$ cat src/design/pc_pkg.sv
// pc_pkg: shared widths and handshake structs for the correlation block
// depends on nothing
`default_nettype none
package pc_pkg;
    localparam int SAMPLE_W  = 16;
    localparam int COUNT_W   = 17;
    localparam int SUM_W     = 33;
    localparam int SQ_W      = 48;
    localparam int MUL_W     = 32;
    localparam int WORD_W    = 64;
    localparam int PROD_W    = 128;
    localparam int QUOT_W    = 31;
    localparam int ROOT_W    = 16;
    localparam int MAX_PAIRS = 65536;

    typedef struct packed {
        logic start;
    } t_div_ctl;

    typedef struct packed {
        logic busy;
        logic done;
    } t_div_sts;
endpackage
`default_nettype wire

$ cat src/design/pc_mul.sv
// pc_mul: shared 32x32 unsigned multiplier with registered product
// depends on pc_pkg
`default_nettype none
module pc_mul (
    input  wire logic                          i_clk,
    input  wire logic [pc_pkg::MUL_W-1:0]      i_a,
    input  wire logic [pc_pkg::MUL_W-1:0]      i_b,
    output logic      [2*pc_pkg::MUL_W-1:0]    o_p
);
    import pc_pkg::*;

    logic [2*MUL_W-1:0] r_p;

    always_ff @(posedge i_clk) begin
        r_p <= i_a * i_b;
    end

    assign o_p = r_p;
endmodule
`default_nettype wire

$ cat config.mk
export PLATFORM = sky130hd
export DESIGN_NAME = pc_mul
export DESIGN_NICKNAME = d
export VERILOG_FILES = /design/src/design/pc_pkg.sv /design/src/design/pc_mul.sv
export SDC_FILE = /design/constraint.sdc
export NUM_CORES = 2
export LEC_CHECK = 0
export BUFFER_PORTS_ARGS = -buffer_cell sky130_fd_sc_hd__buf_2
export CAP_MARGIN = 20
export CORE_MARGIN = 2
export CORE_UTILIZATION = 60
export DETAILED_ROUTE_END_ITERATION = 7
export PLACE_DENSITY = 0.81
export SKIP_CTS_REPAIR_TIMING = 1
export SLEW_MARGIN = 10
export SYNTH_ARGS = -nofsm -noshare
export SYNTH_HDL_FRONTEND = slang
export SYNTH_SLANG_ARGS = --single-unit
$ cat constraint.sdc
create_clock -name i_clk -period 7.1 [get_ports i_clk]
set_clock_uncertainty 0.1 [all_clocks]
set_input_delay 0.355 -clock i_clk [delete_from_list [all_inputs] [get_ports i_clk]]
set_output_delay 0.355 -clock i_clk [all_outputs]
set_load 0.1 [all_outputs]
# Word-level counts from Yosys, hierarchy flattened
# Cells that the tools add are included.
# word_totals
word_cells	2
regBits	64
# op_classes
multipliers	1
# ops
op	n
32-bit by 32-bit multiplier with 64-bit output	1

# Depth between registers and ports, before layout
# depth
depth_word	1
ltp_mapped	29
ltp_nobuf	27

# Least setup slack after synthesis
# OpenSTA, ideal clock, no wires.
# synth_path
path_kind	input to register
start	input i_a[25] (netlist name)
end	register r_p[62], in the netlist o_p[62]
stages	25
required_ps	6928
slack_ps	-108
path_buffers	2
arrival_ps	7036
cell_sequence	clkbuf_1 > nand2_1 > fa_1 > inv_1 > fa_1 > inv_1 > fa_1 > inv_1 > fa_1 > fa_1 > fa_1 > fa_1 > inv_1 > fa_1 > inv_1 > ha_1 > buf_2 > nand4_1 > or4_1 > or3_1 > a31oi_1 > a31o_2 > a211oi_1 > o21ai_1 > xor2_1
# synth_between
elab_chain_cells	1
# synth_rtl
element	line	source
from (decl)	pc_mul.sv:6	input wire logic [pc_pkg::MUL_W-1:0] i_a,
32-bit by 32-bit multiplier with 64-bit output	pc_mul.sv:15	r_p <= i_a * i_b;
to (signal assigned)	pc_mul.sv:15	
to (decl)	pc_mul.sv:12	logic [2*MUL_W-1:0] r_p;
# No other way between the ends.

# Worst setup path in the final report
# layout_path
start	input i_a[9] (netlist name)
end	register r_p[58], in the netlist o_p[58]
# The elaborated chain is that of the path after synthesis.

==> impl_metrics.py <==
metrics = {
    "setup_path": {
        "slowest_stage": "fa_1",
        "max_stage_delay_ns": 0.56,
        "crit_fanout": 15,
        "path_buf_inv": 7,
        "critical_path_class": "input pin to flop",
        "required_ns": 7.23,
        "crit_family": "adder cells",
        "cp.arrival_ns": 7.22,
        "worst_setup_path_startpoint": "i_a[9]",
        "worstPathCellList": "buf_8 -> and2_4 -> fa_1 -> inv_2 -> fa_1 -> inv_1 -> fa_1 -> inv_1 -> fa_1 -> inv_2 -> fa_1 -> fa_1 -> fa_2 -> fa_1 -> ha_4 -> nand4_1 -> or4_4 -> or3_4 -> a31oi_1 -> buf_4 -> a31o_4 -> a211oi_4 -> buf_4 -> xnor2_1",
        "crit_top_cell": "fa_1",
        "cp-end-kind": "flop",
        "cp.depth": 24,
        "start_kind": "input pin",
        "endpoint": "o_p[58]$_DFF_P_",
    },
    "sta": {
        "slew_viol_final": 0,
        "whs_ns": 0.604,
        "setup_viol": 0,
        "tightestPinTransition_ns": 0.552,
        "slew_headroom_pct": 62.9,
        "finalHoldViolations": 0,
        "period_minus_slack_ns": 7.09,
        "fmax_mhz": 141,
        "timing.final.ws_setup_ns": 0.00819,
        "tns_ns": 0,
        "rsz0062_at_grt": "yes",
        "period_share_pct": 99.9,
    },
    "place": {
        "hpwl_um": 79200,
        "portBuffers": 128,
        "place_congestion": 0.953,
        "placed_cells": 4745,
        "pre_cts_ws_ns": -0.612,
    },
    "worst_hold_path": {
        "hold_class": "input pin to flop",
    },
    "floorplanning": {
        "chipHeight_um": 244,
        "start_util_pct": 60.4,
        "placementRows": 88,
        "die_area_mm2": 0.0597,
        "core_area_mm2": 0.0574,
        "die_w_um": 244,
        "ioPinCount": 129,
    },
    "synth": {
        "synth_compound_area_share_pct": 4.15,
        "synth.distinct_cells": 57,
        "synth_xor_area_share_pct": 1.52,
        "synthMuxAreaShare_pct": 0.0289,
        "syn_inst": 3748,
        "synth.avg_cell_area_um2": 9.25,
        "yosys.area_share.adder_pct": 61.2,
        "synthSimpleGateAreaFrac_pct": 17.6,
        "synth-edff-count": 0,
        "syn_nets": 4972,
        "synth_top_family_by_area": "adder cells",
        "syn-cell-area_mm2": 0.0347,
        "synth_flop_cell": "dfxtp_1",
        "synthTopCellsByArea": "fa_1 (52%), and2_1 (11%), ha_1 (9.5%)",
        "async_flop_share_pct": 0,
        "synth-seq-area-share_pct": 3.69,
        "netlist.area_leader.share_pct": 51.7,
        "synth_top_cell_by_area": "fa_1",
        "yosysWarningCount": 0,
        "ys_ff_latch": 64,
    },
    "clock_network": {
        "h-tree-depth": 3,
        "numClockSinks": 64,
        "clk_pin_slew_ns": 0.06,
        "cts_buffers": 9,
        "clock_path_buffers": 2,
        "cts_root_buffer": "clkbuf_16",
        "cts_tree": "yes",
    },
    "route": {
        "first_pass_iters": 6,
        "wl_per_cell_um": 19.4,
        "remaining_drc_errors": 0,
        "ant_nets": 0,
        "viasPerCell": 5.58,
        "drt_wl_total_um": 92500,
        "vias": 26600,
        "drt_iter0_markers": 1835,
    },
    "finish": {
        "layout_common_cells": "fa_1 (859), inv_1 (856), and2_1 (587), nand2_1 (478), buf_4 (309)",
        "layout-drive-gt1-share_pct": 14.9,
        "finalNonFillerCells": 4771,
        "layout_commonest_cell": "fa_1",
        "layout.nets": 5220,
        "area_delta_synth_final_pct": 13.0,
        "largest_reg_flops": 64,
    },
    "global_routing": {
        "grt_use_total_pct": 32.2,
        "grt_max_degree": 26,
        "grt_pass1_vias": 29800,
        "grt-ovfl-total": 0,
        "grt_pass1_wl_um": 150000,
        "antenna_found_initial": 6,
    },
    "status": {
        "outcome": "finished clean",
    },
    "job": {
        "cap_violations": 0,
    },
}
metrics by stage:
step / cell area, µm² / util, %
after floorplan: 34700 / -
after global placement: 38000 / 66.3
after detailed placement: 38000 / 66.3
after CTS: 38300 / 66.8
after global routing: 39200 / 68.3
final: 39200 / 68.3
logic make-up (layout without fill, tap and decap cells):
logic type,after synthesis,after routing
other cells,0,5
xor+xnor,60,60
simple gates,1177,1177
compound gates,202,202
mux,1,1
buf+inv,1085,1338
flops,64,64
fa+ha+maj,1159,1159
synthesized netlist by cell type, types with 6 or more instances:
cell and n:
and2_1 602, inv_1 865, nor3_1 7, a21o_1 40, and3_1 14, nand2_1 480
buf_2 6, o21a_1 9, o21ai_0 21, xnor2_1 35, a31oi_1 12, dfxtp_1 64
a21oi_1 63, o21bai_1 10, xor2_1 25, nand4_1 23, nor2_1 20, clkbuf_1 213
ha_1 263, nand3_1 10, fa_1 896
layer usage:
layer,vias up,wire [µm],global-route usage [%]
met2,1187,47400,56.5
met5,-,13,0
met3,396,5940,3.98
li1,11300,-,-
met1,13700,32400,38.1
met4,2,6800,19.2
how the worst min path moves through the flow:
stage	from	endpoint	slack [ns]	cells after the start
after floorplan	i_b[0]	o_p[0]$_DFF_P_	0.38	1
after global placement	o_p[4]$_DFF_P_	o_p[4]	0.80	1
after detailed placement	o_p[61]$_DFF_P_	o_p[61]	0.81	1
after CTS	i_b[0]	o_p[0]$_DFF_P_	0.57	3
after global routing	i_b[0]	o_p[0]$_DFF_P_	0.62	3
final	i_b[0]	o_p[0]$_DFF_P_	0.60	3
cell type report:
type                            count  area [µm²]
Tap cell                          765         957
Sequential cell                    64        1280
Multi-Input combinational cell   2599       29800
Fill cell                        4157       18200
Inverter                          865        3250
Antenna cell                        5        12.5
Clock inverter                      5        56.3
Clock buffer                       11         243
Timing Repair Buffer              457        3580
Power is left out: the tool's default activity adds up to more than one toggle a clock period on the data nets, which glitch-free logic cannot reach.
