<file path="src/design/pc_pkg.sv">
// pc_pkg: shared widths and handshake structs for the correlation block
// depends on nothing
`default_nettype none
package pc_pkg;
    localparam int SAMPLE_W  = 16;
    localparam int COUNT_W   = 17;
    localparam int SUM_W     = 33;
    localparam int SQ_W      = 48;
    localparam int MUL_W     = 32;
    localparam int WORD_W    = 64;
    localparam int PROD_W    = 128;
    localparam int QUOT_W    = 31;
    localparam int ROOT_W    = 16;
    localparam int MAX_PAIRS = 65536;

    typedef struct packed {
        logic start;
    } t_div_ctl;

    typedef struct packed {
        logic busy;
        logic done;
    } t_div_sts;
endpackage
`default_nettype wire

</file>
<file path="src/design/pc_div.sv">
// pc_div: restoring divider, one quotient bit a cycle
// quotient of (num * 2^30) / den, where num <= den; depends on pc_pkg
`default_nettype none
module pc_div (
    input  wire logic                          i_clk,
    input  wire logic                          i_rst_n,
    input  wire pc_pkg::t_div_ctl              i_ctl,
    input  wire logic [pc_pkg::PROD_W-1:0]     i_num,
    input  wire logic [pc_pkg::PROD_W-1:0]     i_den,
    output pc_pkg::t_div_sts                   o_sts,
    output logic      [pc_pkg::QUOT_W-1:0]     o_quot
);
    import pc_pkg::*;

    localparam int CNT_W = $clog2(QUOT_W);
    localparam logic [CNT_W-1:0] LAST_STEP = CNT_W'(QUOT_W - 1);

    logic [PROD_W-1:0] r_rem;
    logic [PROD_W-1:0] r_den;
    logic [QUOT_W-1:0] r_quot;
    logic [CNT_W-1:0]  r_cnt;
    logic              r_b0;
    logic              r_busy;
    logic              r_done;

    logic [PROD_W:0]   trial;
    logic [PROD_W:0]   diff;
    logic              ge;

    always_comb begin
        trial = {r_rem, (r_cnt == '0) ? r_b0 : 1'b0};
        diff  = trial - {1'b0, r_den};
        ge    = trial >= {1'b0, r_den};
    end

    always_ff @(posedge i_clk) begin
        if (!i_rst_n) begin
            r_busy <= 1'b0;
            r_done <= 1'b0;
            r_cnt  <= '0;
        end else begin
            r_done <= 1'b0;
            if (i_ctl.start) begin
                r_busy <= 1'b1;
                r_cnt  <= '0;
            end else if (r_busy) begin
                r_cnt <= r_cnt + 1'b1;
                if (r_cnt == LAST_STEP) begin
                    r_busy <= 1'b0;
                    r_done <= 1'b1;
                end
            end
        end
    end

    always_ff @(posedge i_clk) begin
        if (i_ctl.start) begin
            r_rem  <= {1'b0, i_num[PROD_W-1:1]};
            r_b0   <= i_num[0];
            r_den  <= i_den;
            r_quot <= '0;
        end else if (r_busy) begin
            r_rem  <= ge ? diff[PROD_W-1:0] : trial[PROD_W-1:0];
            r_quot <= {r_quot[QUOT_W-2:0], ge};
        end
    end

    assign o_sts.busy = r_busy;
    assign o_sts.done = r_done;
    assign o_quot     = r_quot;

    // remainder always below the divisor between steps
    a_rem_lt_den: assert property (@(posedge i_clk) disable iff (!i_rst_n)
        r_busy && r_cnt != '0 |-> r_rem < r_den)
        else $error("remainder not below divisor");
    a_done_after_busy: assert property (@(posedge i_clk) disable iff (!i_rst_n)
        r_done |-> $past(r_busy))
        else $error("done without busy");
    a_no_start_busy: assert property (@(posedge i_clk) disable iff (!i_rst_n)
        i_ctl.start |-> !r_busy)
        else $error("divider restarted while busy");
endmodule
`default_nettype wire

</file>
<file path="config.mk">
export PLATFORM = sky130hd
export DESIGN_NAME = pc_div
export DESIGN_NICKNAME = d
export VERILOG_FILES = /design/src/design/pc_pkg.sv /design/src/design/pc_div.sv
export SDC_FILE = /design/constraint.sdc
export NUM_CORES = 1
export LEC_CHECK = 0
export ABC_AREA = 1
export BUFFER_PORTS_ARGS = -buffer_cell sky130_fd_sc_hd__buf_2
export CORE_MARGIN = 4
export CORE_UTILIZATION = 29
export CTS_CLUSTER_SIZE = 8
export DETAILED_ROUTE_END_ITERATION = 6
export HOLD_SLACK_MARGIN = 0.06
export PLACE_DENSITY = 0.56
export SLEW_MARGIN = 25
export SYNTH_ARGS = -nofsm -noshare
export SYNTH_HDL_FRONTEND = slang
export SYNTH_SLANG_ARGS = --single-unit
</file>
<file path="constraint.sdc">
create_clock -name i_clk -period 5.45 [get_ports i_clk]
set_input_delay 1.09 -clock i_clk [delete_from_list [all_inputs] [get_ports i_clk]]
set_output_delay 1.09 -clock i_clk [all_outputs]
set_load 0.03 [all_outputs]
</file>
# Yosys cells after proc, flatten, opt, wreduce, memory -nomap -nowiden
# Cells that the tools add are included.
dict set report word_totals {
  out_inout_bits 33
  in_bits 259
  word_cells 26
  regBits 295
}
dict set report op_classes {
  mux 8
  reduce_logical 4
  n_bitwise 2
  n_eq_ne 1
  n_lt_le_gt_ge 1
  add_sub_neg 2
}
# operator n
set ops {}
lappend ops {{two-way mux 127 bit} 2}
lappend ops {{>= comparator 129 x 128 -> 1 bit} 1}
lappend ops {{two-way mux 128 bit} 1}
lappend ops {{subtractor 128 bit} 1}
lappend ops {{adder 5 x 1 -> 5 bit (second input constant)} 1}
lappend ops {{equality test 5 bit (second input constant)} 1}
lappend ops {{logical NOT 5 bit} 1}
lappend ops {{two-way mux 1 bit} 5}
lappend ops {{OR reduction 3 bit} 1}
lappend ops {{NOT 1 bit} 2}
lappend ops {{nonzero test 2 bit} 1}
lappend ops {{OR reduction 2 bit} 1}

# Longest topological paths before layout
dict set report depth {
  word_depth 6
  ltp_mapped 21
  depth_no_buf 21
}

# Worst setup path before layout
# Ideal clock, no wire load.
dict set report synth_path {
  path_type {in2reg}
  start {in i_ctl}
  end {reg r_rem[0] (enable)}
  t_arrival_ns 4.886
  path_buffers 1
  cell_stages 3
  setup_slack_ns 0.023
  setup_ns 0.541
  t_required_ns 4.909
  path_cell_list {nor2_1 -> inv_1 -> clkbuf_1}
}
dict set report synth_between {
  elab_chain_cells 1
}
# element line_no
set synth_lines {}
lappend synth_lines {{start: declaration} pc_div.sv:7} ;# input wire pc_pkg::t_div_ctl i_ctl,
lappend synth_lines {{nonzero test 2 bit (no line)} -}
lappend synth_lines {{end signal: assignment} pc_div.sv:58} ;# r_rem <= {1'b0, i_num[PROD_W-1:1]};
lappend synth_lines {{end signal: assignment} pc_div.sv:63} ;# r_rem <= ge ? diff[PROD_W-1:0] : trial[PROD_W-1:0];
lappend synth_lines {{end: declaration} pc_div.sv:18} ;# logic [PROD_W-1:0] r_rem;
# Every way passes these cells.
# A chain may end at the register's enable or synchronous reset.

# Worst setup path after layout
dict set report layout_path {
  start {reg r_rem[125]}
  end {reg r_rem[122] (data pin)}
}
dict set report layout_between {
  elab_chain_cells 4
}
# element line_no
set layout_lines {}
lappend layout_lines {{>= comparator 129 x 128 -> 1 bit} pc_div.sv:33} ;# ge = trial >= {1'b0, r_den};
lappend layout_lines {{two-way mux 128 bit} pc_div.sv:63}
lappend layout_lines {{two-way mux 127 bit} pc_div.sv:62} ;# end else if (r_busy) begin
lappend layout_lines {{two-way mux 127 bit} pc_div.sv:57} ;# if (i_ctl.start) begin
# Every way passes these cells. The select of a mux whose other input is x is not followed.

==> flow_summary.html <==
<table>
<tr><th>Metric</th><th>Value</th></tr>
<tr><th colspan="2">Power and ir drop</th></tr>
<tr><td>P per Cell Area</td><td>just under 400 nW/um^2</td></tr>
<tr><td>Highest ir drop seen on vdd</td><td>228 uV</td></tr>
<tr><td>Leakage power summed over all cells</td><td>17.0 nW</td></tr>
<tr><th colspan="2">Synthesis</th></tr>
<tr><td>List of most frequent post-synthesis cells</td><td>1,920 x sky130_fd_sc_hd__nand2_1, 997 x sky130_fd_sc_hd__inv_1, 296 x sky130_fd_sc_hd__nor2_1, 256 x sky130_fd_sc_hd__edfxtp_1, 202 x sky130_fd_sc_hd__nand3_1</td></tr>
<tr><td>Async S/R FF share, synth</td><td>0%</td></tr>
<tr><td>Mux cell area share after synthesis</td><td>0%</td></tr>
<tr><td>Synthesized net count</td><td>4,836</td></tr>
<tr><td>Proportion of synthesized chip area in sequential cells</td><td>31.2%</td></tr>
<tr><td>Number of unique standard cell types used by synthesis</td><td>38</td></tr>
<tr><td>Post-synth top flop</td><td>sky130_fd_sc_hd__edfxtp_1</td></tr>
<tr><td>Count of flip-flops with a built-in enable after synthesis</td><td>256</td></tr>
<tr><td>Combinational family with the most area after synthesis</td><td>simple AND/OR/NAND/NOR gates</td></tr>
<tr><td>Top cell type's share of synthesized area</td><td>between 20% and 30%</td></tr>
<tr><td>Post-synthesis simple-gate area fraction</td><td>41.5%</td></tr>
<tr><td>Post-Syn Area</td><td>27,100 sq um</td></tr>
<tr><td>Cells taking the most area after synthesis</td><td>sky130_fd_sc_hd__edfxtp_1 28%, sky130_fd_sc_hd__nand2_1 27%, sky130_fd_sc_hd__inv_1 14%</td></tr>
<tr><td>Synthesized flop and latch total</td><td>295</td></tr>
<tr><td>Syn avg cell area</td><td>6.10 sq um</td></tr>
<tr><td>Post-Synth XOR/XNOR Area</td><td>around 2.0%</td></tr>
<tr><td>Yosys warnings</td><td>0</td></tr>
<tr><td>Synthesized-area fraction occupied by adder cells</td><td>between 6 and 7%</td></tr>
<tr><td>Post-synthesis cell count</td><td>4,445</td></tr>
<tr><td>Post-synth top area cell</td><td>sky130_fd_sc_hd__edfxtp_1</td></tr>
<tr><td>Fraction of the mapped netlist area in compound gates</td><td>3.51%</td></tr>
<tr><td>Most used standard cell by instance count after synthesis</td><td>sky130_fd_sc_hd__nand2_1</td></tr>
<tr><th colspan="2">Timing</th></tr>
<tr><td>Hold Vio Cnt, Final</td><td>0</td></tr>
<tr><td>Measured slew at the worst slew-check pin</td><td>1.05 ns</td></tr>
<tr><td>Final Skew</td><td>0.0171 ns</td></tr>
<tr><td>Slew Viols, Final</td><td>0</td></tr>
<tr><td>Achievable Freq</td><td>249 MHz</td></tr>
<tr><td>Worst rel slew slack</td><td>between 20% and 30%</td></tr>
<tr><td>Post-layout minimum cycle time</td><td>4.02 ns</td></tr>
<tr><td>Accumulated negative setup slack</td><td>0 ns</td></tr>
<tr><td>Final setup viols</td><td>0</td></tr>
<tr><td>Part of the cycle the worst path needs</td><td>73.7%</td></tr>
<tr><td>Unrepaired setup endpoints after global routing</td><td>no</td></tr>
<tr><th colspan="2">Route</th></tr>
<tr><td>Routed wire per std cell</td><td>19.0 microns</td></tr>
<tr><td>Final ANT Viol Nets</td><td>0</td></tr>
<tr><td>Via density per instance</td><td>4.57</td></tr>
<tr><td>Number of DRC markers in iteration 0</td><td>2,228</td></tr>
<tr><td>Detailed-route via count</td><td>27,362</td></tr>
<tr><td>DR pass1 iterations</td><td>5</td></tr>
<tr><td>DR DRC count</td><td>0</td></tr>
<tr><td>Final routed wirelength across all metal layers</td><td>114 mm</td></tr>
<tr><th colspan="2">Floorplanning</th></tr>
<tr><td>Number of placement rows</td><td>roughly 110</td></tr>
<tr><td>Area of the placeable core</td><td>92,200 sq um</td></tr>
<tr><td>Initial Util</td><td>between 20 and 30%</td></tr>
<tr><td>Number of placed I/O pins</td><td>~290</td></tr>
<tr><td>Chip width</td><td>314 microns</td></tr>
<tr><td>Chip height</td><td>around 310 microns</td></tr>
<tr><td>Die ar.</td><td>approximately 100,000 sq um</td></tr>
<tr><th colspan="2">GRT</th></tr>
<tr><td>Maximum number of pins on one net before global-route repair</td><td>135</td></tr>
<tr><td>Global-route wire length before repair</td><td>165 mm</td></tr>
<tr><td>Initial antenna violation count</td><td>6</td></tr>
<tr><td>GRT Util Overall</td><td>between 20% and 30%</td></tr>
<tr><td>Via count of the first global-routing pass</td><td>26,385</td></tr>
<tr><td>GRT overflow</td><td>0</td></tr>
<tr><th colspan="2">Critical path</th></tr>
<tr><td>Worst Path Arrival</td><td>4.36 ns</td></tr>
<tr><td>Cell family contributing the most delay on the critical path</td><td>buffers and inverters</td></tr>
<tr><td>Largest stage delay on the critical path</td><td>0.67 ns</td></tr>
<tr><td>Buffers and inverters on the worst path</td><td>2</td></tr>
<tr><td>Endpoint class of the critical path</td><td>flop</td></tr>
<tr><td>Req. time, crit path</td><td>5.79 ns</td></tr>
<tr><td>List of cells traversed by the critical path</td><td>ha_1, a21oi_1, nor2_1, nor3_1, o21ai_0, a21oi_1, nand3_1, nor2_4, buf_4, buf_6, nand3b_1, nand3_1, nand2_1</td></tr>
<tr><td>Peak fanout along the critical path</td><td>96</td></tr>
<tr><td>Critical path class</td><td>flop to flop</td></tr>
<tr><td>Setup slack, reg-to-reg</td><td>between 1 and 1.5 ns</td></tr>
<tr><td>Crit path max-delay cell type</td><td>sky130_fd_sc_hd__buf_6</td></tr>
<tr><td>Critical path startpoint category</td><td>flop</td></tr>
<tr><th colspan="2">Outcome</th></tr>
<tr><td>Status</td><td>completed</td></tr>
<tr><th colspan="2">Clock network</th></tr>
<tr><td>Clock insertion delay at the later pin of the skew report</td><td>roughly 0.60 ns</td></tr>
<tr><td>Clock sink count</td><td>295</td></tr>
<tr><td>Number of buffers added to fix hold violations after cts</td><td>0</td></tr>
<tr><td>Buffers from clock root to sink, at most</td><td>3</td></tr>
<tr><td>Htree depth</td><td>2</td></tr>
<tr><td>CTS tree</td><td>yes</td></tr>
<tr><td>Buffer count from post-CTS setup fixing</td><td>0</td></tr>
<tr><td>Total of cells resized after clock tree synthesis</td><td>0</td></tr>
<tr><td>Root Buffer</td><td>sky130_fd_sc_hd__clkbuf_16</td></tr>
<tr><td>Number of clock buffers inserted by TritonCTS</td><td>43</td></tr>
<tr><td>Clock-pin slew of the registers on the worst-case setup and hold paths</td><td>0.05 ns</td></tr>
<tr><th colspan="2">Placement</th></tr>
<tr><td>Final weighted congestion in routability-driven placement</td><td>1.03</td></tr>
<tr><td>Input/output buffers</td><td>291</td></tr>
<tr><td>Cells after DPL</td><td>5,911</td></tr>
<tr><td>HPWL after detailed placement</td><td>about 95 mm</td></tr>
<tr><th colspan="2">Final layout</th></tr>
<tr><td>Layout cells sized above 1</td><td>8.32%</td></tr>
<tr><td>Count of placed standard cells in the final layout, fillers left out</td><td>5,983</td></tr>
<tr><td>Nets</td><td>5,104</td></tr>
<tr><td>Number of inserted filler cells in the final layout</td><td>roughly 10,000</td></tr>
<tr><td>Area growth from synthesis to final layout</td><td>14.5%</td></tr>
<tr><th colspan="2">Flow run</th></tr>
<tr><td>Reported max-cap violation count</td><td>0</td></tr>
<tr><th colspan="2">Min path</th></tr>
<tr><td>Min-Delay Path Class</td><td>flop to flop</td></tr>
</table>
[worst min-delay path: stages, from the launching register on]
cell and delay, ns:
sky130_fd_sc_hd__dfxtp_1 0.33, sky130_fd_sc_hd__nand2_1 0.07, sky130_fd_sc_hd__nand2_1 0.04
[report_power, final]
| group | total, mW | leakage, nW | switching (mW) | internal (mW) |
|---|---|---|---|---|
| Clock | 2.48 | 0.584 | 1.01 | 1.47 |
| Sequential | 3.05 | 2.87 | 0.164 | 2.89 |
| Combinational | 6.57 | 13.5 | 4.60 | 1.97 |
| Total | 12.1 | 17.0 | 5.77 | 6.33 |
[kinds of logic (layout without fill, tap and decap cells)]
kind of cell	Yosys count	after routing
and+or+nand+nor	2693	2693
buffers and inverters	1086	1378
DFF	295	295
AOI/OAI and AO/OA	176	176
adders and majority gates	132	132
xor gates and xnor gates	63	63
other	0	3
[layout make-up]
cell class / count / area (sq um) / share of cell area [%]
clock inverter: 4 / 33.8 / 0.109
tap: 1243 / 1560 / 5.01
multi-input combinational: 3064 / 14400 / 46.5
inverter: 1008 / 3790 / 12.2
clock buffer: 65 / 1180 / 3.80
sequential: 295 / 8470 / 27.3
timing repair buffer: 301 / 1580 / 5.10
antenna: 3 / 7.51 / 0.0242
[sequential cells by signal (all words and copies together) (netlist names)]
name,flops
r_den,128
o_quot,31
r_cnt,5
r_busy,1
r_rem,128
r_done,1
r_b0,1
[stage by stage]
| stage | utilization [%] | instance area, sq um | setup slack, ns | hold WS, ns | total power, mW |
|---|---|---|---|---|---|
| CTS | 33.7 | 31100 | 1.49 | 0.483 | 12.1 |
| detailed placement | 32.4 | 29800 | 1.49 | 0.460 | 9.54 |
| global placement | 32.4 | 29800 | 1.31 | 0.444 | 9.56 |
| global route | 33.7 | 31100 | 1.19 | 0.504 | 13.0 |
| floorplan | - | 27100 | 0.0230 | 0.444 | 7.37 |
| finish | 33.7 | 31100 | 1.43 | 0.483 | 12.1 |
[layer usage]
metal  GRT usage (%)  vias to the layer above  wire length [microns]
li1                -                    13972                      -
met3            2.87                      127                   6730
met2            36.2                      746                  50300
met4            6.66                        6                   3340
met1            31.4                    12511                  53500
met5               0                        -                     27
[worst paths after layout]
check,start,endpoint,depth (start not counted)
setup reg to reg,r_rem[125]$_DFFE_PP_,r_rem[122]$_DFFE_PP_,13
hold / removal,r_rem[127]$_SDFFE_PP0P_,r_rem[127]$_SDFFE_PP0P_,2
setup / recovery,r_rem[125]$_DFFE_PP_,r_rem[122]$_DFFE_PP_,13
hold reg to reg,r_rem[127]$_SDFFE_PP0P_,r_rem[127]$_SDFFE_PP0P_,2
[cell usage in the layout, fill, tap and decap left out, drive strengths merged, types with 2 or more instances in the layout]
| master | n |
|---|---|
| o21bai | 6 |
| nor4 | 19 |
| a21boi | 2 |
| o21a | 2 |
| nand3 | 204 |
| diode | 3 |
| buf | 301 |
| o21ai | 26 |
| nand3b | 167 |
| nor2 | 317 |
| or2 | 2 |
| a21oi | 108 |
| clkbuf | 65 |
| edfxtp | 256 |
| o22ai | 29 |
| xnor2 | 62 |
| nand2 | 1927 |
| nand4 | 26 |
| nor3 | 30 |
| dfxtp | 39 |
| clkinv | 5 |
| ha | 131 |
| inv | 1007 |
(Power assumes the default switching activity.)
